<file path="src/hw/rtl/vrt_ram.sv">
// Generic single-port RAM with registered read data.
`default_nettype none

module vrt_ram #(
  parameter int WIDTH = 8,
  parameter int DEPTH = 16
) (
  input  wire logic                     clk_i,
  input  wire logic                     we_i,
  input  wire logic [$clog2(DEPTH)-1:0] addr_i,
  input  wire logic [WIDTH-1:0]         wdata_i,
  output logic      [WIDTH-1:0]         rdata_o
);

  logic [WIDTH-1:0] mem_q [DEPTH];

  // Write port and registered read
  always_ff @(posedge clk_i) begin
    if (we_i) begin
      mem_q[addr_i] <= wdata_i;
    end
    rdata_o <= mem_q[addr_i];
  end

endmodule

`default_nettype wire

</file>
<file path="config.mk">
export PLATFORM = sky130hd
export DESIGN_NAME = vrt_ram
export DESIGN_NICKNAME = d
export VERILOG_FILES = /design/src/hw/rtl/vrt_ram.sv
export SDC_FILE = /design/constraint.sdc
export NUM_CORES = 1
export LEC_CHECK = 0
export BUFFER_PORTS_ARGS = -buffer_cell sky130_fd_sc_hd__buf_2
export CORE_MARGIN = 2
export CORE_UTILIZATION = 30
export DETAILED_ROUTE_END_ITERATION = 8
export PLACE_DENSITY = 0.53
export SYNTH_ARGS = -nofsm -noshare
export SYNTH_HDL_FRONTEND = slang
export SYNTH_SLANG_ARGS = --single-unit
</file>
<file path="constraint.sdc">
create_clock -name clk_i -period 2.14 [get_ports clk_i]
set_input_delay 0.107 -clock clk_i [delete_from_list [all_inputs] [get_ports clk_i]]
set_output_delay 0.107 -clock clk_i [all_outputs]
set_load 0.005 [all_outputs]
</file>
After elaboration in Yosys (flattened, before gate mapping)
Memories as Yosys holds them, arrays and structs flattened. A register that Yosys moved wholly into a read port is not among the register bits. Index checks and enable logic that the tools add are counted.

Flip-flop bits (word level): 0. Bits of input ports: 14. Bits in latches: 0. Memories: 1. Bits in writable memories: 128. ROM bits: 0. Output and inout bits: 8.

Memories: mem_q (words 16, bits a word 8, read ports 1, clocked after Yosys merged registers in 1, wr ports 1, line 15) `logic [WIDTH-1:0] mem_q [DEPTH];`.

Order comparisons: 0. $add $sub $neg: 0. Bitwise logic cells: 0. Muxes and demuxes: 2. Shifts and indexed selects: 0. Multiply operators: 0. Reduce and logical (&&, ||, !) cells: 0. Divide/modulo/power cells: 0. Equality and inequality tests: 0.

Operators by type and width (count): 1-bit two-way mux (2).

Longest topological paths before layout
Gate-level depths: netlist of run 1.

Depth in word-level cells: 2. Depth in mapped cells: 5. Gate-level depth less buffers: 3.

Worst setup path before layout of run 1
No wires, ideal clock.

Path type: input -> register. From: input port addr_i[2]. To: memory mem_q[0][0], enable pin. Arrival time: 1.217 ns. Required time: 1.757 ns. Path slack: 0.540 ns. Buffers on the path: 0. Library setup time: 0.383 ns. Stages on the path: 2. Cell sequence: or3b_2 -> nor3_1.

RTL lines: from (decl) (line 10) `input wire logic [$clog2(DEPTH)-1:0] addr_i,`; to (decl) (line 15).

Straight into the memory's write port.

==> metrics.yaml, run 1 <==
die:
  rows: 47
  die_w_microns: 134
  core_area_sq_mm: 0.0165
  die-area_sq_mm: 0.0179
  initial_core_util_pct: 30.7
  die-height_microns: 134
  ioPinCount: 22
power_and_ir_drop:
  powerDensity_mw_per_mm2: 1030
  ir_worst_vdd_uv: 576
  power_leakage_nw: 2.06
yosys:
  syn_area_sq_mm: 0.00507
  synth-edff-count: 128
  yosys_most_used_dff: "edfxtp_1"
  yosysTopAreaCell: "edfxtp_1"
  yosysWarningCount: 0
  ys_async_sr_fraction_pct: 0
  postSynthCellCount: 230
  post_synth_num_cell_types: 18
  syn_avg_cell_area_sq_um: 22.0
  synth_area_leaders: "edfxtp_1 76%, mux4_2 14%, dfxtp_1 3.2%"
  yosysTopAreaCellShare_pct: 75.9
  synth-seq-cells: 136
  synth.most_common_cell: "edfxtp_1"
  syn_nets: 244
  seq_area_frac_synth_pct: 79.0
  synth_commonest_cells: "128 x edfxtp_1, 32 x mux4_2, 16 x a22oi_1"
cells_and_area:
  fillCellCount: 1498
  insertedDiodeCount: 0
  stdcell_area_sq_mm: 0.00625
  drive_gt1_share_pct: 36.7
  layout.nets: 298
  area_growth_pct: 23.3
sta:
  rsz0062_at_grt: "no"
  max_freq_ghz: 0.725
  fin_crit_ps: 1380
  worst_pin_slew_ps: 614
  timing.setup.tns_ps: 0
  fin_skew_ps: 7.36
  setup_viol: 0
  fin_crit_sh_pct: 64.4
  maxSlewViolCount: 0
  relSlewSlack_pct: 59.0
  hold_violations: 0
grt:
  met1_usage_pct: 15.2
  grt_max_degree: 18
  busiest_layer: "met2"
  grt_use_met3_pct: 3.85
  antenna_found_initial: 0
  use_met2_pct: 19.5
  grt_pass1_wl_microns: 15400
  grt_usage_pct: 12.1
  grt_pass1_vias: 2498
  overflow: 0
clock_network:
  cts_max_level: 4
  clock_latency_ps: 410
  root_buffer: "clkbuf_16"
  cts.repair.resized: 0
  hold_buffers: 0
  cts_tree: "yes"
  numClockSinks: 136
  cts_setup_buffers: 0
  path_clk_slew_ps: 60
  cts_buffer_depth: 2
  cts_buffers: 17
critical_path:
  crit_arrival_ps: 1670
  reg2reg_to: "rdata_o[5]$_DFF_P_"
  setup.worst_path.class: "flop to flop"
  crit_path_start_kind: "flop"
  critPathMaxFanout: 1
  cpMaxStageDelayCell: "mux4_2"
  required_ps: 2430
  crit_path_end_kind: "flop"
  ff2ff_path_depth: 3
  worstPathCellList: "mux4_2, a22oi_1, nand2_1"
  cp_slowest_stage_delay_ps: 460
  reg2reg_slack_ps: 760
  crit-reg2reg-launch: "mem_q[0][5]$_DFFE_PP_"
routing:
  wl_per_cell_microns: 19.0
  drt-vias-per-instance: 4.60
  drtAntennaViolNets: 0
  first_iter_violations: 270
  remaining_drc_errors: 0
  via_count: 2379
  wirelength_microns: 9850
  detail_route.first_pass.iterations: 6
place:
  io_buffers: 21
  gp_congestion: 0.716
  dpl_cell_area_sq_mm: 0.00560
  hpwl_microns: 6590
status:
  status: "complete, no violations"
min_path:
  whs_path_depth: 1
  hp-start: "wdata_i[1]"
  hold_path_end: "mem_q[11][1]$_DFFE_PP_"
  hold_path.class: "input pin to flop"
run:
  cap_violations: 0
[power by group]
part	total [mW]	switching, mW	internal [mW]
sequential	3.00	0.0186	2.98
combinational	0.276	0.153	0.123
clock	3.13	1.04	2.09
[worst max path at each step]
stage                     startpoint                     to  depth (start not counted)
6_report       mem_q[0][5]$_DFFE_PP_     rdata_o[5]$_DFF_P_                          3
5_1_grt                    addr_i[0]     rdata_o[4]$_DFF_P_                          5
4_1_cts                    addr_i[0]     rdata_o[4]$_DFF_P_                          5
3_5_place_dp               addr_i[0]     rdata_o[4]$_DFF_P_                          5
3_3_place_gp               addr_i[0]     rdata_o[4]$_DFF_P_                          5
2_1_floorplan              addr_i[2]  mem_q[0][0]$_DFFE_PP_                          2
[per-layer routing]
metal / wire length, microns / share of wire [%]
met2: 5020 / 51
met4: 180 / 1.8
met1: 4260 / 43
met3: 387 / 3.9
met5: 0 / 0
[critical path: cells and delay by family (launching register included)]
family	cells	cell delay [ps]
and+or+nand+nor	1	100
muxes	1	460
DFF	1	380
AOI/OAI and AO/OA	1	330
[flip-flops by register name, indices dropped and copies added (netlist names)]
signal	count
rdata_o	8
mem_q	128
[metrics by stage]
step | cells | setup slack (ps) | total power, mW | hold slack, ps | util, %
6_report | 517 | 761 | 6.41 | 84.3 | 37.8
5_1_grt | 517 | 619 | 6.61 | 88.9 | 37.8
4_1_cts | 517 | 782 | 6.48 | 70.3 | 37.8
3_5_place_dp | 485 | 337 | 3.34 | 487 | 33.9
3_3_place_gp | 485 | 331 | 3.33 | 484 | 33.9
2_1_floorplan | 230 | 540 | 3.20 | 206 | -
[kinds of logic after synthesis]
group / share of synthesized area [%]
flip-flops: 79.0
AND/OR/NAND/NOR: 3.21
multiplexers: 14.2
AO/OA/AOI/OAI: 2.37
buffers and inverters: 1.19
[placed cells by master (no fill, tap or decap), drive strengths merged]
cell type	Yosys	routed
a22oi	16	16
and2	1	1
buf	8	46
bufinv	0	5
clkbuf	3	20
clkinv	0	3
clkinvlp	0	4
dfxtp	8	8
edfxtp	128	128
mux4	32	32
nand2	9	9
nand2b	2	2
nand3	1	1
nand3b	2	2
nor2	13	13
nor2b	2	2
nor3	4	4
or3b	1	1
[final cells by class]
class | instances | area (sq um) | share of cell area, %
Multi-Input combinational cell | 83 | 1000 | 16.1
Tap cell | 220 | 275 | 4.41
Timing Repair Buffer | 46 | 318 | 5.09
Clock inverter | 12 | 199 | 3.19
Clock buffer | 20 | 447 | 7.15
Sequential cell | 136 | 4000 | 64.1
(Power assumes the default switching activity.)
==> inputs of run 2 (changes only) <==
clock period = 1.3 ns   (was 2.14 ns; I/O delays follow)
==> run 2 against run 1 <==
The run now ends with negative setup slack left. Via count grew 2.1%. Non-clock buffer count grew 11. Core utilization grew 1.6 points. Final area grew 4.1%. Register-to-register slack lost 780 ps. Die area is the same. Sequential power grew 64%. Global-route usage grew 0.25 points.
==> metrics.yaml, run 2 (synthesis results as in run 1) <==
sta:
  timing.setup.tns_ps: -32.1
  setup_viol: 2
  fin_crit_sh_pct: 102
  maxSlewViolCount: 0
  max_freq_ghz: 0.758
  fin_skew_ps: 4.28
  worst_pin_slew_ps: 801
  rsz0062_at_grt: "yes"
  hold_violations: 0
  relSlewSlack_pct: 46.5
  fin_crit_ps: 1320
  setup_ws_ps: -19.6
critical_path:
  crit_path_end_kind: "flop"
  crit_arrival_ps: 1620
  worstPathCellList: "mux4_2, a22oi_2, nand2_1"
  crit_path_start_kind: "flop"
  cp_slowest_stage_delay_ps: 500
  cpMaxStageDelayCell: "mux4_2"
  required_ps: 1600
  critPathMaxFanout: 1
  setup.worst_path.class: "flop to flop"
routing:
  drt-vias-per-instance: 4.60
  wl_per_cell_microns: 19.1
  remaining_drc_errors: 0
  detail_route.first_pass.iterations: 6
  via_count: 2429
  first_iter_violations: 191
  drtAntennaViolNets: 0
  wirelength_microns: 10100
place:
  hpwl_microns: 7070
  io_buffers: 21
  dpl_cell_area_sq_mm: 0.00588
  gp_congestion: 0.786
die:
  rows: 47
  core_area_sq_mm: 0.0165
  initial_core_util_pct: 30.7
  ioPinCount: 22
  die-area_sq_mm: 0.0179
  die-height_microns: 134
  die_w_microns: 134
cells_and_area:
  top_register: "mem_q"
  mostFrequentLayoutCells: "128 x edfxtp_1, 32 x mux4_2, 21 x buf_2, 21 x buf_4, 17 x clkbuf_16"
  top_regs: "mem_q: 128 flops, rdata_o: 8 flops"
  fillCellCount: 1473
  largest_register_ff_count: 128
  final_common_cell: "edfxtp_1"
  insertedDiodeCount: 0
  stdcell_area_sq_mm: 0.00650
  area_growth_pct: 28.4
  layout.nets: 309
  drive_gt1_share_pct: 43.5
clock_network:
  cts_buffer_depth: 2
  cts_buffers: 17
  cts_max_level: 4
  hold_buffers: 0
  cts_tree: "yes"
  cts_setup_buffers: 0
  root_buffer: "clkbuf_16"
  path_clk_slew_ps: 60
  clock_latency_ps: 420
  numClockSinks: 136
status:
  violations: "negative setup slack"
  status: "finished, violations left"
grt:
  grt_max_degree: 17
  grt_usage_pct: 12.4
  antenna_found_initial: 0
  overflow: 0
  grt_pass1_wl_microns: 15800
  grt_pass1_vias: 2609
min_path:
  hold_path.class: "input pin to flop"
power_and_ir_drop:
  power_leakage_nw: 2.15
  powerDensity_mw_per_mm2: 1600
  ir_worst_vdd_uv: 942
  p_total_mw: 10.4
run:
  cap_violations: 0
run 2: path summary, 6_finish.rpt:
kind / startpoint / endpoint / slack (ps) / cells past startpoint
worst max-delay path: mem_q[3][5]$_DFFE_PP_ / rdata_o[5]$_DFF_P_ / -20 / 3
worst min register to register: mem_q[12][2]$_DFFE_PP_ / rdata_o[2]$_DFF_P_ / 670 / 3
worst min-delay path: wdata_i[6] / mem_q[2][6]$_DFFE_PP_ / 40 / 1
worst max register to register: mem_q[3][5]$_DFFE_PP_ / rdata_o[5]$_DFF_P_ / -20 / 3
run 2: metrics by stage:
stage | hold slack [ps] | utilization (%) | std cells | setup WS, ps
2_1_floorplan | 164 | - | 230 | -152
3_3_place_gp | 442 | 35.6 | 496 | -239
3_5_place_dp | 444 | 35.6 | 496 | -278
4_1_cts | 33.4 | 39.3 | 528 | -25.5
5_1_grt | 45.1 | 39.4 | 528 | -52.0
6_report | 39.1 | 39.4 | 528 | -19.6
run 2: area by class of cell:
class	count	area (sq um)	share of cell area, %
Tap cell	220	275	4.23
Clock buffer	19	433	6.66
Multi-Input combinational cell	83	1050	16.2
Timing Repair Buffer	57	563	8.66
Clock inverter	13	176	2.71
Sequential cell	136	4000	61.6
run 2: repair_timing:
| action | 4_1_cts | 5_1_grt |
|---|---|---|
| pin swaps | 1 | 1 |
| gates resized for setup | 2 | 1 |
| setup endpoints to repair | 4 | 5 |
run 2: worst max-delay path, delay by kind of cell, from the launching register on:
| kind | cells | cell delay [ps] |
|---|---|---|
| AOI/OAI and AO/OA | 1 | 220 |
| muxes | 1 | 500 |
| DFF | 1 | 400 |
| and+or+nand+nor | 1 | 100 |
run 2: power by group:
group / switching, mW / internal [mW]
combinational: 0.281 / 0.254
sequential: 0.0283 / 4.90
clock: 1.75 / 3.20
run 2: routing by layer:
metal  track usage, %  wire (microns)  share of wire (%)
met4             4.96             148                1.5
met3             4.35             472                4.7
met1             16.0            4520                 45
met5                0               0                  0
met2             19.2            4960                 49
==> inputs of run 3 (changes only) <==
CORE_MARGIN = default   (was 2)
==> run 3 against run 2 <==
Total power decreased by 4.0%. Register-to-register slack better by 30 ps. Largest power group is now sequential cells. Non-clock buffer count decreased by 2. Final area decreased by 1.5%. The flow now finishes without violations. Flip-flop and latch count unchanged. Largest cell class unchanged.
==> metrics.yaml, run 3 (synthesis results as in run 1) <==
die:
  initial_core_util_pct: 30.7
  die-height_microns: 132
  die-area_sq_mm: 0.0174
  ioPinCount: 22
  rows: 47
  core_area_sq_mm: 0.0165
  die_w_microns: 132
grt:
  grt_pass1_wl_microns: 15600
  antenna_found_initial: 0
  grt_max_degree: 18
  overflow: 0
  grt_usage_pct: 12.6
  grt_pass1_vias: 2577
sta:
  fin_skew_ps: 4.37
  maxSlewViolCount: 0
  fin_crit_ps: 1290
  holdWs_ps: 43.7
  hold_violations: 0
  max_freq_ghz: 0.777
  rsz0062_at_grt: "yes"
  setup_viol: 0
  timing.setup.tns_ps: 0
  setup_ws_ps: 13.5
  relSlewSlack_pct: 45.2
  fin_crit_sh_pct: 99.0
  worst_pin_slew_ps: 820
critical_path:
  crit_path_start_kind: "flop"
  ff2ff_path_depth: 3
  required_ps: 1590
  worstPathCellList: "mux4_2, a22oi_2, nand2_1"
  cpMaxStageDelayCell: "mux4_2"
  cp_slowest_stage_delay_ps: 460
  critPathMaxFanout: 1
  crit_arrival_ps: 1570
  setup.worst_path.class: "flop to flop"
  crit_path_end_kind: "flop"
clock_network:
  cts_buffers: 17
  cts_max_level: 4
  cts_setup_buffers: 0
  root_buffer: "clkbuf_16"
  path_clk_slew_ps: 50
  cts_buffer_depth: 2
  cts_tree: "yes"
  hold_buffers: 0
  clock_latency_ps: 410
  numClockSinks: 136
cells_and_area:
  utilization_pct: 38.8
  top_register: "mem_q"
  area_growth_pct: 26.4
  insertedDiodeCount: 0
  multi_input_area_sq_mm: 0.00107
  layout.nets: 307
  top_regs: "mem_q: 128 flops, rdata_o: 8 flops"
  mostFrequentLayoutCells: "128 x edfxtp_1, 32 x mux4_2, 23 x buf_4"
  seqCellArea_sq_mm: 0.00400
  fillCellCount: 1496
  largest_register_ff_count: 128
  final_common_cell: "edfxtp_1"
  drive_gt1_share_pct: 43.5
place:
  gp_congestion: 0.729
  io_buffers: 21
  dp_slack_ps: -254
  hpwl_microns: 6910
min_path:
  whs_path_depth: 1
  hold_path.class: "input pin to flop"
routing:
  first_iter_violations: 244
  detail_route.first_pass.iterations: 4
  wl_per_cell_microns: 19.1
  remaining_drc_errors: 0
  via_count: 2402
  drtAntennaViolNets: 0
  wirelength_microns: 10000
  drt-vias-per-instance: 4.57
power_and_ir_drop:
  power_leakage_nw: 2.10
  powerDensity_mw_per_mm2: 1560
  ir_worst_vdd_uv: 915
status:
  status: "complete, no violations"
run:
  cap_violations: 0
==> run 3: repair_timing <==
action | CTS | global route
gates resized for setup | 6 | 0
pin swaps | 1 | 8
setup endpoints to repair | 6 | 8
==> run 3: through the flow <==
step                      instances  cell area, sq um  power (mW)
after floorplan                 230              5100        5.28
after global placement          494              5820        5.54
after detailed placement        494              5820        5.55
after CTS                       526              6400        10.1
after global routing            526              6400        10.3
final                           526              6400        10.0
==> run 3: routing by layer <==
layer	routed length [microns]	up-vias	track usage [%]
met2	4590	71	18.6
met5	0	-	0
met1	4830	1232	17.3
li1	-	1091	-
met4	74	0	3.68
met3	527	8	4.65
==> run 3: where the power goes <==
group / leakage, nW / switching [mW] / internal [mW] / total (mW)
sequential: 1.22 / 0.0279 / 4.90 / 4.93
combinational: 0.610 / 0.284 / 0.247 / 0.531
clock: 0.265 / 1.68 / 2.85 / 4.53
total: 2.10 / 1.99 / 8.00 / 10.0
==> run 3: final timing paths <==
| kind | to | startpoint | slack (ps) |
|---|---|---|---|
| max | rdata_o[3]$_DFF_P_ | mem_q[1][3]$_DFFE_PP_ | 10 |
| max reg2reg | rdata_o[3]$_DFF_P_ | mem_q[1][3]$_DFFE_PP_ | 10 |
| min | mem_q[7][5]$_DFFE_PP_ | wdata_i[5] | 40 |
| min reg2reg | rdata_o[6]$_DFF_P_ | mem_q[12][6]$_DFFE_PP_ | 680 |
==> run 3: layout make-up <==
type	instances	share of cell area, %
clock buffers	23	7.15
flip-flops and latches	136	62.5
multi-input cells	83	16.7
well taps	220	4.30
repair buffers	55	7.77
clock inverters	9	1.58
==> run 3: worst max-delay path, delay by kind of cell (launching register included) <==
| family | cells | cell delay, ps |
|---|---|---|
| compound gates | 1 | 230 |
| flops | 1 | 370 |
| mux | 1 | 460 |
| simple gates | 1 | 100 |
