===== src/hw/rtl/vrt_pkg.sv =====
// Shared types, constants and codes of the voxel ray traversal core.
`default_nettype none

package vrt_pkg;

  // Grid and number format
  localparam int GRID_CHUNKS_DEF = 16;
  localparam int FRAC_BITS       = 16;
  localparam int POS_W           = 24;
  localparam int DIR_W           = 18;
  localparam int VOX_W           = 6;
  localparam int OPEN_W          = 8;
  localparam int CUR_W           = 10;
  localparam int WORD_W          = 64;
  localparam int ENTRY_W         = WORD_W + 1;

  // Shared arithmetic unit widths
  localparam int AD_W    = DIR_W;
  localparam int NUM_W   = 2 * FRAC_BITS + 1;
  localparam int DELTA_W = NUM_W;
  localparam int T_W     = 48;
  localparam int P_W     = T_W + 1 + AD_W;
  localparam int CNT_W   = 7;

  localparam logic signed [POS_W-1:0] POS_MAX = 24'sh7FFFFF;
  localparam logic signed [POS_W-1:0] POS_MIN = 24'sh800000;

  // Function codes
  localparam logic [1:0] FUNC_WRITE = 2'd0;
  localparam logic [1:0] FUNC_CLEAR = 2'd1;
  localparam logic [1:0] FUNC_CAST  = 2'd2;
  localparam logic [1:0] FUNC_NONE  = 2'd3;

  typedef struct packed {
    logic             start;
    logic             op_mul;
    logic [T_W-1:0]   opa;
    logic [AD_W-1:0]  opb;
  } arith_req_t;

  typedef struct packed {
    logic             done;
    logic [P_W-1:0]   res;
  } arith_rsp_t;

endpackage

`default_nettype wire


===== src/hw/rtl/vrt_arith.sv =====
// Shared iterative unit: restoring divider and shift-add multiplier.
`default_nettype none

module vrt_arith (
  input  wire logic               clk_i,
  input  wire logic               rst_ni,
  input  wire vrt_pkg::arith_req_t req_i,
  output vrt_pkg::arith_rsp_t      rsp_o
);

  localparam int AD_W  = vrt_pkg::AD_W;
  localparam int T_W   = vrt_pkg::T_W;
  localparam int P_W   = vrt_pkg::P_W;
  localparam int NUM_W = vrt_pkg::NUM_W;
  localparam int CNT_W = vrt_pkg::CNT_W;

  logic             run_q, mul_q, done_q;
  logic [CNT_W-1:0] cnt_q;
  logic [P_W-1:0]   acc_q;
  logic [AD_W-1:0]  rem_q;
  logic [T_W-1:0]   opa_q;
  logic [AD_W-1:0]  opb_q;

  logic [T_W:0]     hi, addend, sum;
  logic [P_W-1:0]   mul_nxt, div_nxt;
  logic [AD_W:0]    rsh, rdiff;
  logic             ge;
  logic [AD_W-1:0]  rem_nxt;

  // One multiplier bit per cycle: add, then shift right
  assign hi      = acc_q[P_W-1:AD_W];
  assign addend  = acc_q[0] ? {1'b0, opa_q} : '0;
  assign sum     = hi + addend;
  assign mul_nxt = {1'b0, sum, acc_q[AD_W-1:1]};

  // One quotient bit per cycle: shift in, compare, subtract
  assign rsh     = {rem_q, acc_q[NUM_W-1]};
  assign ge      = rsh >= {1'b0, opb_q};
  assign rdiff   = rsh - {1'b0, opb_q};
  assign rem_nxt = ge ? rdiff[AD_W-1:0] : rsh[AD_W-1:0];
  assign div_nxt = {acc_q[P_W-2:0], ge};

  // Sequence control
  always_ff @(posedge clk_i or negedge rst_ni) begin
    if (!rst_ni) begin
      run_q  <= 1'b0;
      done_q <= 1'b0;
      cnt_q  <= '0;
    end else begin
      done_q <= 1'b0;
      if (req_i.start) begin
        run_q <= 1'b1;
        cnt_q <= req_i.op_mul ? CNT_W'(AD_W) : CNT_W'(NUM_W);
      end else if (run_q) begin
        cnt_q <= cnt_q - 1'b1;
        if (cnt_q == CNT_W'(1)) begin
          run_q  <= 1'b0;
          done_q <= 1'b1;
        end
      end
    end
  end

  // Operands and working registers
  always_ff @(posedge clk_i) begin
    if (req_i.start) begin
      mul_q <= req_i.op_mul;
      opa_q <= req_i.opa;
      opb_q <= req_i.opb;
      rem_q <= '0;
      acc_q <= req_i.op_mul ? P_W'(req_i.opb) : P_W'(req_i.opa);
    end else if (run_q) begin
      acc_q <= mul_q ? mul_nxt : div_nxt;
      rem_q <= rem_nxt;
    end
  end

  assign rsp_o.done = done_q;
  assign rsp_o.res  = acc_q;

endmodule

`default_nettype wire


===== config.mk =====
export PLATFORM = sky130hd
export DESIGN_NAME = vrt_arith
export DESIGN_NICKNAME = d
export VERILOG_FILES = /design/src/hw/rtl/vrt_pkg.sv /design/src/hw/rtl/vrt_arith.sv
export SDC_FILE = /design/constraint.sdc
export NUM_CORES = 1
export LEC_CHECK = 0
export ABC_AREA = 1
export BUFFER_PORTS_ARGS = -buffer_cell sky130_fd_sc_hd__buf_2
export CORE_ASPECT_RATIO = 1.5
export CORE_UTILIZATION = 55
export DETAILED_ROUTE_END_ITERATION = 8
export PLACE_DENSITY_LB_ADDON = 0.15
export RECOVER_POWER = 100
export SYNTH_ARGS = -nofsm -noshare
export SYNTH_HDL_FRONTEND = slang
export SYNTH_SLANG_ARGS = --single-unit
export TNS_END_PERCENT = 30

===== constraint.sdc =====
create_clock -name clk_i -period 7.6 [get_ports clk_i]
set_clock_uncertainty 0.05 [all_clocks]
set_input_delay 0.76 -clock clk_i [delete_from_list [all_inputs] [get_ports clk_i]]
set_output_delay 0.76 -clock clk_i [all_outputs]
set_load 0.02 [all_outputs]

### Yosys cells after proc, flatten, opt, wreduce, memory -nomap -nowiden

Index checks and enable logic that the tools add are counted.

* output and inout port bits: 68
* memories: 0
* word-level logic and storage cells: 29
* bits in read-only memories: 0
* input bits: 70
* RAM bits: 0
* register bits: 161
* latch bits: 0

* $mul: 0
* equal/unequal tests: 1
* $lt $le $gt $ge: 1
* divide/modulo/power cells: 0
* reduce and logical (&&, ||, !) cells: 1
* add/subtract/negate cells: 3
* shift operators: 0
* multiplexer cells: 15
* bitwise gates (word level): 0

Operators by type and width (number)
* 2-to-1 mux 67 bit: 3
* 2-to-1 mux 48 bit: 2
* adder 49 x 48 -> 49 bit: 1
* >= comparator 19 x 18 -> 1 bit: 1
* 2-to-1 mux 18 bit: 1
* subtractor 18 bit: 1
* 2-to-1 mux 7 bit: 2
* equality test 7 x 1 -> 1 bit, second input constant: 1
* subtractor 7 x 1 -> 7 bit, second input constant: 1
* 2-to-1 mux 1 bit: 6
* 2-to-1 mux 6 bit: 1
* nonzero test 2 bit: 1

### Longest topological paths before layout

Gate-level depths: netlist of the first run.

* depth after elaboration: 5
* mapped depth: 19
* mapped depth without buffers: 17

### Worst setup path before layout of the first run

No wires, ideal clock.

* path type: in2reg
* start point: input port req_i[67] in the netlist's numbering
* end point: register acc_q[0] (enable)
* library setup time: 457 ps
* arrival: 3194 ps
* slack: 3899 ps
* required time: 7093 ps
* stages: 4
* cell sequence: clkbuf_1 > nor2_1 > inv_1 > clkbuf_1

* word-level cells in the longest chain between the ends: 1

RTL lines
* start: declaration: line vrt_arith.sv:7 `input wire vrt_pkg::arith_req_t req_i,`
* nonzero test 2 bit (no line)
* end signal: assignment: line vrt_arith.sv:71 `acc_q <= req_i.op_mul ? P_W'(req_i.opb) : P_W'(req_i.opa);`
* end signal: assignment: line vrt_arith.sv:73 `acc_q <= mul_q ? mul_nxt : div_nxt;`
* end: declaration: line vrt_arith.sv:19 `logic [P_W-1:0] acc_q;`

No other way between the ends.
A chain may end at the register's enable or synchronous reset.

### Worst setup path after layout of the first run

* start point: input port req_i[67] in the netlist's numbering
* end point: register cnt_q[4]

* word-level cells in the longest chain between the ends: 1
* elaborated cells on any way between the ends: 2

RTL lines
* 2-to-1 mux 7 bit or nonzero test 2 bit (tied branches)
* end signal: assignment: line vrt_arith.sv:53 `cnt_q <= req_i.op_mul ? CNT_W'(AD_W) : CNT_W'(NUM_W);`
* end signal: assignment: line vrt_arith.sv:55 `cnt_q <= cnt_q - 1'b1;`
* end: declaration: line vrt_arith.sv:18 `logic [CNT_W-1:0] cnt_q;`

Several ways; a longest one is shown, not always the timed one.

==> results.sh, run 1 <==
export IMPL_grt_max_degree=52
export IMPL_finalCriticalPeriod_ns=4.87
export IMPL_r2r_end="acc_q[60]"
export IMPL_synthTopCellsByArea="edfxtp_1, nand2_1, inv_1, ha_1, nor2_1"
export IMPL_die_w_um=124
export IMPL_report_final_hold_viol_count=0
export IMPL_global_route_overflow_total=0
export IMPL_drc=0
export IMPL_post_drt_wl_per_cell_um=17.5
export IMPL_synth_mux_area_frac=0
export IMPL_via_count=12060
export IMPL_rows=66
export IMPL_synth_top_family_by_area="simple AND/OR/NAND/NOR gates"
export IMPL_pwr_share_clk=0.231
export IMPL_ios=138
export IMPL_timing_rr_start="acc_q[0]"
export IMPL_setup_worst_path_class="in2reg"
export IMPL_die_h_um=186
export IMPL_p_seq_frac=0.340
export IMPL_synth_top_area_share=0.326
export IMPL_cts_tree="done"
export IMPL_fill_cells=2154
export IMPL_p_per_area_nw_per_um2=268
export IMPL_port_buffers=137
export IMPL_hpwlAfterDp_mm=31.1
export IMPL_area_growth_pct=10.6
export IMPL_clk_pin_slew_ns=0.07
export IMPL_cts_setup_buffers=0
export IMPL_syn_avg_cell_area_um2=6.72
export IMPL_clock_tree_root_cell="clkbuf_16"
export IMPL_cap_violations=4
export IMPL_place_gp_congestion=0.995
export IMPL_worst_ep_required_time_ns=7.87
export IMPL_swShare=0.436
export IMPL_synth_xor_xnor_area_share=0.0142
export IMPL_p_sw_mw=1.60
export IMPL_endpoint_kind="flop"
export IMPL_synth_distinct_cells=49
export IMPL_finalSetupTns_ns=0
export IMPL_initialDrtViolationCount=882
export IMPL_clockBufferDepth=2
export IMPL_finalCritPeriodShare=0.641
export IMPL_final_max_slew_violation_count=152
export IMPL_max_freq_ghz=0.205
export IMPL_status="finished with violations"
export IMPL_synth_seq_cells=161
export IMPL_r2r_slack_ns=2.94
export IMPL_antenna_cells=0
export IMPL_final_area_um2=13700
export IMPL_cts_buffers_inserted=17
export IMPL_firstDrtPassIters=6
export IMPL_async_flop_share=0.0559
export IMPL_drive_gt1_frac=0.0374
export IMPL_crit_path_max_fanout=42
export IMPL_r2r_cells=16
export IMPL_start_kind="input pin"
export IMPL_synth_edf_count=134
export IMPL_fp_dieArea_um2=23100
export IMPL_syn_inst=1838
export IMPL_synth_fa_ha_area_frac=0.0721
export IMPL_grt_pass1_wl_mm=60.6
export IMPL_p_comb_frac=0.429
export IMPL_slew_headroom=-0.812
export IMPL_power_internal_mw=2.06
export IMPL_cp_arrival_ns=5.15
export IMPL_antenna_found_initial=0
export IMPL_layout_nets=2107
export IMPL_ys_flop_type="edfxtp_1"
export IMPL_startpoint="req_i[67]"
export IMPL_synth_nets=1978
export IMPL_htreeDepth=4
export IMPL_wl_mm=39.3
export IMPL_irDropWorstVdd_mv=0.189
export IMPL_cts_hold_buf=0
export IMPL_ant_nets=0
export IMPL_netlist_area_um2=12300
export IMPL_grt_pass1_vias=11573
export IMPL_rsz0062_at_grt="false"
export IMPL_core_um2=21900
export IMPL_hp_class="in2async"
export IMPL_seq_area_frac_synth=0.373
export IMPL_grt_total_usage=0.347
export IMPL_synthSimpleGateAreaFrac=0.340
export IMPL_p_total_mw=3.66
export IMPL_via_per_inst=5.36
export IMPL_p_leak_nw=7.25
export IMPL_cts_sinks=161
export IMPL_clkLatencyLatePin_ns=0.45
export IMPL_violations="max-capacitance violations, max-slew violations"
export IMPL_worst_slew_pin_slew_ns=2.72
export IMPL_yosys_warnings=0
export IMPL_place_area_um2=13300
export IMPL_setup_viol=0
export IMPL_ctsResizeCount=0
export IMPL_start_util=0.564
export IMPL_synth_compound_area_frac=0.0761
export IMPL_synth_top_area_cell="edfxtp_1"
critical path, stage by stage:
cell and delay, ns:
clkbuf_1 0.96, clkbuf_1 1.68, nor2_1 0.99, inv_1 0.34, nor2_1 0.08, a221o_1 0.29
sequential cells by signal (all words and copies together), names as in the netlist:
name    flops
opb_q      18
run_q       1
acc_q      67
done_q      1
opa_q      48
cnt_q       7
mul_q       1
rem_q      18
worst max-delay path by stage:
stage | to | slack (ns) | cells past startpoint
2_1_floorplan | acc_q[0] | 3.90 | 4
6_report | cnt_q[4] | 2.73 | 6
5_1_grt | cnt_q[4] | 2.22 | 6
3_3_place_gp | acc_q[25] | 4.33 | 4
3_5_place_dp | acc_q[23] | 4.24 | 4
4_1_cts | acc_q[57] | 4.51 | 17
through the flow:
| stage | util | hold WS (ns) | cells | worst slack, ns |
|---|---|---|---|---|
| 4_1_cts | 0.632 | 0.104 | 2252 | 4.51 |
| 3_3_place_gp | 0.607 | 0.400 | 2220 | 4.33 |
| 3_5_place_dp | 0.607 | 0.413 | 2220 | 4.24 |
| 6_report | 0.624 | 0.193 | 2252 | 2.73 |
| 5_1_grt | 0.624 | 0.232 | 2252 | 2.22 |
| 2_1_floorplan | - | 0.384 | 1838 | 3.90 |
per-layer routing:
| layer | vias up | track usage | routed length [um] |
|---|---|---|---|
| li1 | 6041 | - | - |
| met1 | 5448 | 0.395 | 15200 |
| met2 | 464 | 0.610 | 19400 |
| met3 | 107 | 0.0492 | 2380 |
| met4 | 0 | 0.226 | 2410 |
| met5 | - | 0 | 0 |
synthesized netlist by cell type, types with 2 or more instances:
cell,n
buf_1,6
o2111ai_1,4
nor3b_1,2
o21a_1,2
nor3_1,6
fa_1,2
edfxtp_1,134
a22oi_1,18
a21oi_2,3
dfxtp_1,18
o211ai_1,2
nor4_1,2
nand3_1,123
nand4_1,21
buf_2,4
xnor2_1,5
xor2_1,15
nand2_1,652
dfrtp_1,9
o21ai_1,5
a21o_1,4
nand3_2,2
a21oi_1,56
o21ai_0,52
o21bai_1,11
and2_1,3
clkbuf_1,22
nor2_1,193
ha_1,68
nor2_2,3
nand2_2,6
inv_1,360
or2_2,4
nand3b_1,6
power by group through the flow:
stage	Combinational [mW]	Clock, mW	Sequential, mW
after detailed placement	1.58	0	1.26
after global routing	1.76	0.883	1.26
after CTS	1.58	0.850	1.24
final	1.57	0.844	1.25
after floorplan	1.06	0	1.32
after global placement	1.55	0	1.26
cells in the final DEF (no fill, tap or decap), types with 4 or more instances in the layout:
cell type  Yosys  layout
o21ai_0       52      56
clkbuf_1      22     128
clkbuf_16      0      17
ha_1          68      68
xnor2_1        5       5
nand3_1      123     123
o2111ai_1      4       4
inv_8          0       4
nor2_1       193     193
dfrtp_1        9       9
a21oi_1       56      56
nor3_1         6       6
nand2_2        6       6
edfxtp_1     134     134
buf_4          1       5
nand4_1       21      21
or2_2          4       4
a22oi_1       18      18
o21bai_1      11      11
nand3b_1       6       6
nand2_1      652     652
a21o_1         4       4
inv_1        360     359
inv_6          0       4
buf_2          4      15
dfxtp_1       18      18
xor2_1        15      15
cell families (layout without fill, tap and decap cells):
group | after synthesis | after routing
buf+inv | 398 | 540
simple gates | 1028 | 1028
compound gates | 161 | 161
xor+xnor | 20 | 20
flops | 161 | 161
fa+ha+maj | 70 | 70
area by class of cell:
| type | instances | area (um2) | share of cell area |
|---|---|---|---|
| clock buffer | 18 | 429 | 0.0314 |
| clock inverter | 14 | 124 | 0.00907 |
| inverter | 361 | 1360 | 0.0993 |
| multi-input combinational | 1279 | 6210 | 0.455 |
| sequential | 161 | 4610 | 0.337 |
| tap | 272 | 340 | 0.0249 |
| timing repair buffer | 147 | 589 | 0.0431 |
No activity file was read; power rests on OpenSTA's default activity.
==> run 2: changes to the inputs <==
clock period = 5.1 ns   (was 7.6 ns; I/O delays follow)
==> run 2 against run 1 <==
Effect of this change:
- the flow still finishes with violations (max-capacitance violations, max-slew violations)
- sequential cell count unchanged
- sequential share of layout area about the same
- non-clock buffer count increased by 1
- final cell count about the same
- critical endpoint is now acc_q[5]
- critical path type unchanged
- via count increased by 0.51%
==> results.sh, run 2 (same netlist as run 1, synthesis figures left out) <==
export IMPL_violations="max-capacitance violations, max-slew violations"
export IMPL_critPathMaxStageDelay_ns=2.23
export IMPL_hold_slack_ns=0.200
export IMPL_htreeDepth=4
export IMPL_clk_pin_slew_ns=0.07
export IMPL_finalCriticalPeriod_ns=4.16
export IMPL_crit_buf_inv=2
export IMPL_path_depth=5
export IMPL_cts_buffers_inserted=17
export IMPL_global_route_overflow_total=0
export IMPL_core_um2=21900
export IMPL_start_kind="input pin"
export IMPL_slowest_stage="nor2_1"
export IMPL_final_common_cell="nand2_1"
export IMPL_grt_pass1_wl_mm=61.5
export IMPL_clockBufferDepth=2
export IMPL_dp_cells=2220
export IMPL_ios=138
export IMPL_post_drt_wl_per_cell_um=17.6
export IMPL_status="finished with violations"
export IMPL_via_count=12121
export IMPL_initialDrtViolationCount=845
export IMPL_slew_headroom=-1.02
export IMPL_most_common_layout_cells="nand2_1, inv_1, nor2_1"
export IMPL_cp_cell_sequence="clkbuf_1 -> inv_1 -> nor2_1 -> nand2_1 -> nand4_1"
export IMPL_largest_reg_flops=67
export IMPL_port_buffers=137
export IMPL_drc=0
export IMPL_clkLatencyLatePin_ns=0.45
export IMPL_grt_pass1_vias=11628
export IMPL_crit_path_max_fanout=33
export IMPL_drive_gt1_frac=0.0353
export IMPL_cp_top_family="simple AND/OR/NAND/NOR gates"
export IMPL_grt_max_degree=80
export IMPL_p_per_area_nw_per_um2=402
export IMPL_layout_nets=2108
export IMPL_p_leak_nw=7.24
export IMPL_final_max_slew_violation_count=148
export IMPL_area_growth_pct=10.7
export IMPL_rows=66
export IMPL_setup_worst_path_class="in2reg"
export IMPL_fill_cells=2135
export IMPL_ant_nets=0
export IMPL_cts_sinks=161
export IMPL_via_per_inst=5.38
export IMPL_largest_register="acc_q"
export IMPL_setup_viol=0
export IMPL_finalCritPeriodShare=0.816
export IMPL_cap_violations=3
export IMPL_min_path_cells=1
export IMPL_worst_ep_required_time_ns=5.34
export IMPL_worst_slew_pin_slew_ns=3.02
export IMPL_start_util=0.564
export IMPL_fp_dieArea_um2=23100
export IMPL_r2r_cells=17
export IMPL_max_freq_ghz=0.240
export IMPL_die_h_um=186
export IMPL_cp_arrival_ns=4.40
export IMPL_rsz0062_at_grt="false"
export IMPL_hpwlAfterDp_mm=31.2
export IMPL_clock_tree_root_cell="clkbuf_16"
export IMPL_die_w_um=124
export IMPL_firstDrtPassIters=6
export IMPL_wl_mm=39.8
export IMPL_antenna_found_initial=0
export IMPL_ctsResizeCount=0
export IMPL_endpoint_kind="flop"
export IMPL_place_gp_congestion=0.999
export IMPL_finalSetupTns_ns=0
export IMPL_irDropWorstVdd_mv=0.274
export IMPL_report_final_hold_viol_count=0
export IMPL_layout_cells_non_filler=2254
export IMPL_hp_class="in2reg"
export IMPL_cts_tree="done"
export IMPL_grt_total_usage=0.351
export IMPL_reg_top3="acc_q (67), opa_q (48)"
run 2: cell types whose count changed in the layout (fill, tap and decap cells not counted), sizes merged:
cell,change
buf,-2
bufinv,+1
diode,+1
dlygate4sd3,+1
clkinv,-3
clkinvlp,+2
clkbuf,+3
inv,-1
run 2: per-layer routing:
metal	track usage	routed length, um
met1	0.415	16000
met2	0.630	19900
met3	0.0374	2030
met4	0.179	1810
met5	0	0
run 2: path summary, 6_finish.rpt:
| check | to | from | slack, ns |
|---|---|---|---|
| min in group asynchronous | cnt_q[4] | rst_ni | 0.49 |
| worst min register to register | rem_q[17] | rem_q[17] | 0.42 |
| worst max register to register | acc_q[57] | acc_q[0] | 1.64 |
| worst min-delay path | opa_q[18] | req_i[36] | 0.20 |
| worst max-delay path | acc_q[5] | req_i[67] | 0.94 |
| max in group asynchronous | cnt_q[0] | rst_ni | 4.17 |
run 2: layout make-up:
cell class | count | area, um2 | area share
diodes | 1 | 2.50 | 0.000183
inverters | 361 | 1360 | 0.0992
repair buffers | 148 | 601 | 0.0439
well taps | 272 | 340 | 0.0249
flip-flops and latches | 161 | 4610 | 0.337
clock inverters | 13 | 148 | 0.0108
clock buffers | 19 | 433 | 0.0317
multi-input cells | 1279 | 6180 | 0.452
run 2: repair_timing:
action                                 CTS  global route
setup buffers                            0             0
endpoints found under the hold margin    9             0
hold buffers                             1             0
run 2: power by group:
group / internal (mW) / leakage [nW] / total [mW] / switching [mW]
Combinational: 0.741 / 5.29 / 2.32 / 1.58
Clock: 0.692 / 0.279 / 1.30 / 0.606
Sequential: 1.68 / 1.67 / 1.87 / 0.189
Total: 3.11 / 7.24 / 5.49 / 2.38
run 2: stage by stage:
step	utilization	power, mW	area (um2)	worst slack, ns
2_1_floorplan	-	3.54	12300	1.65
3_3_place_gp	0.607	4.20	13300	1.67
3_5_place_dp	0.607	4.23	13300	1.65
4_1_cts	0.634	5.53	13900	1.62
5_1_grt	0.625	5.84	13700	0.755
6_report	0.625	5.49	13700	0.941
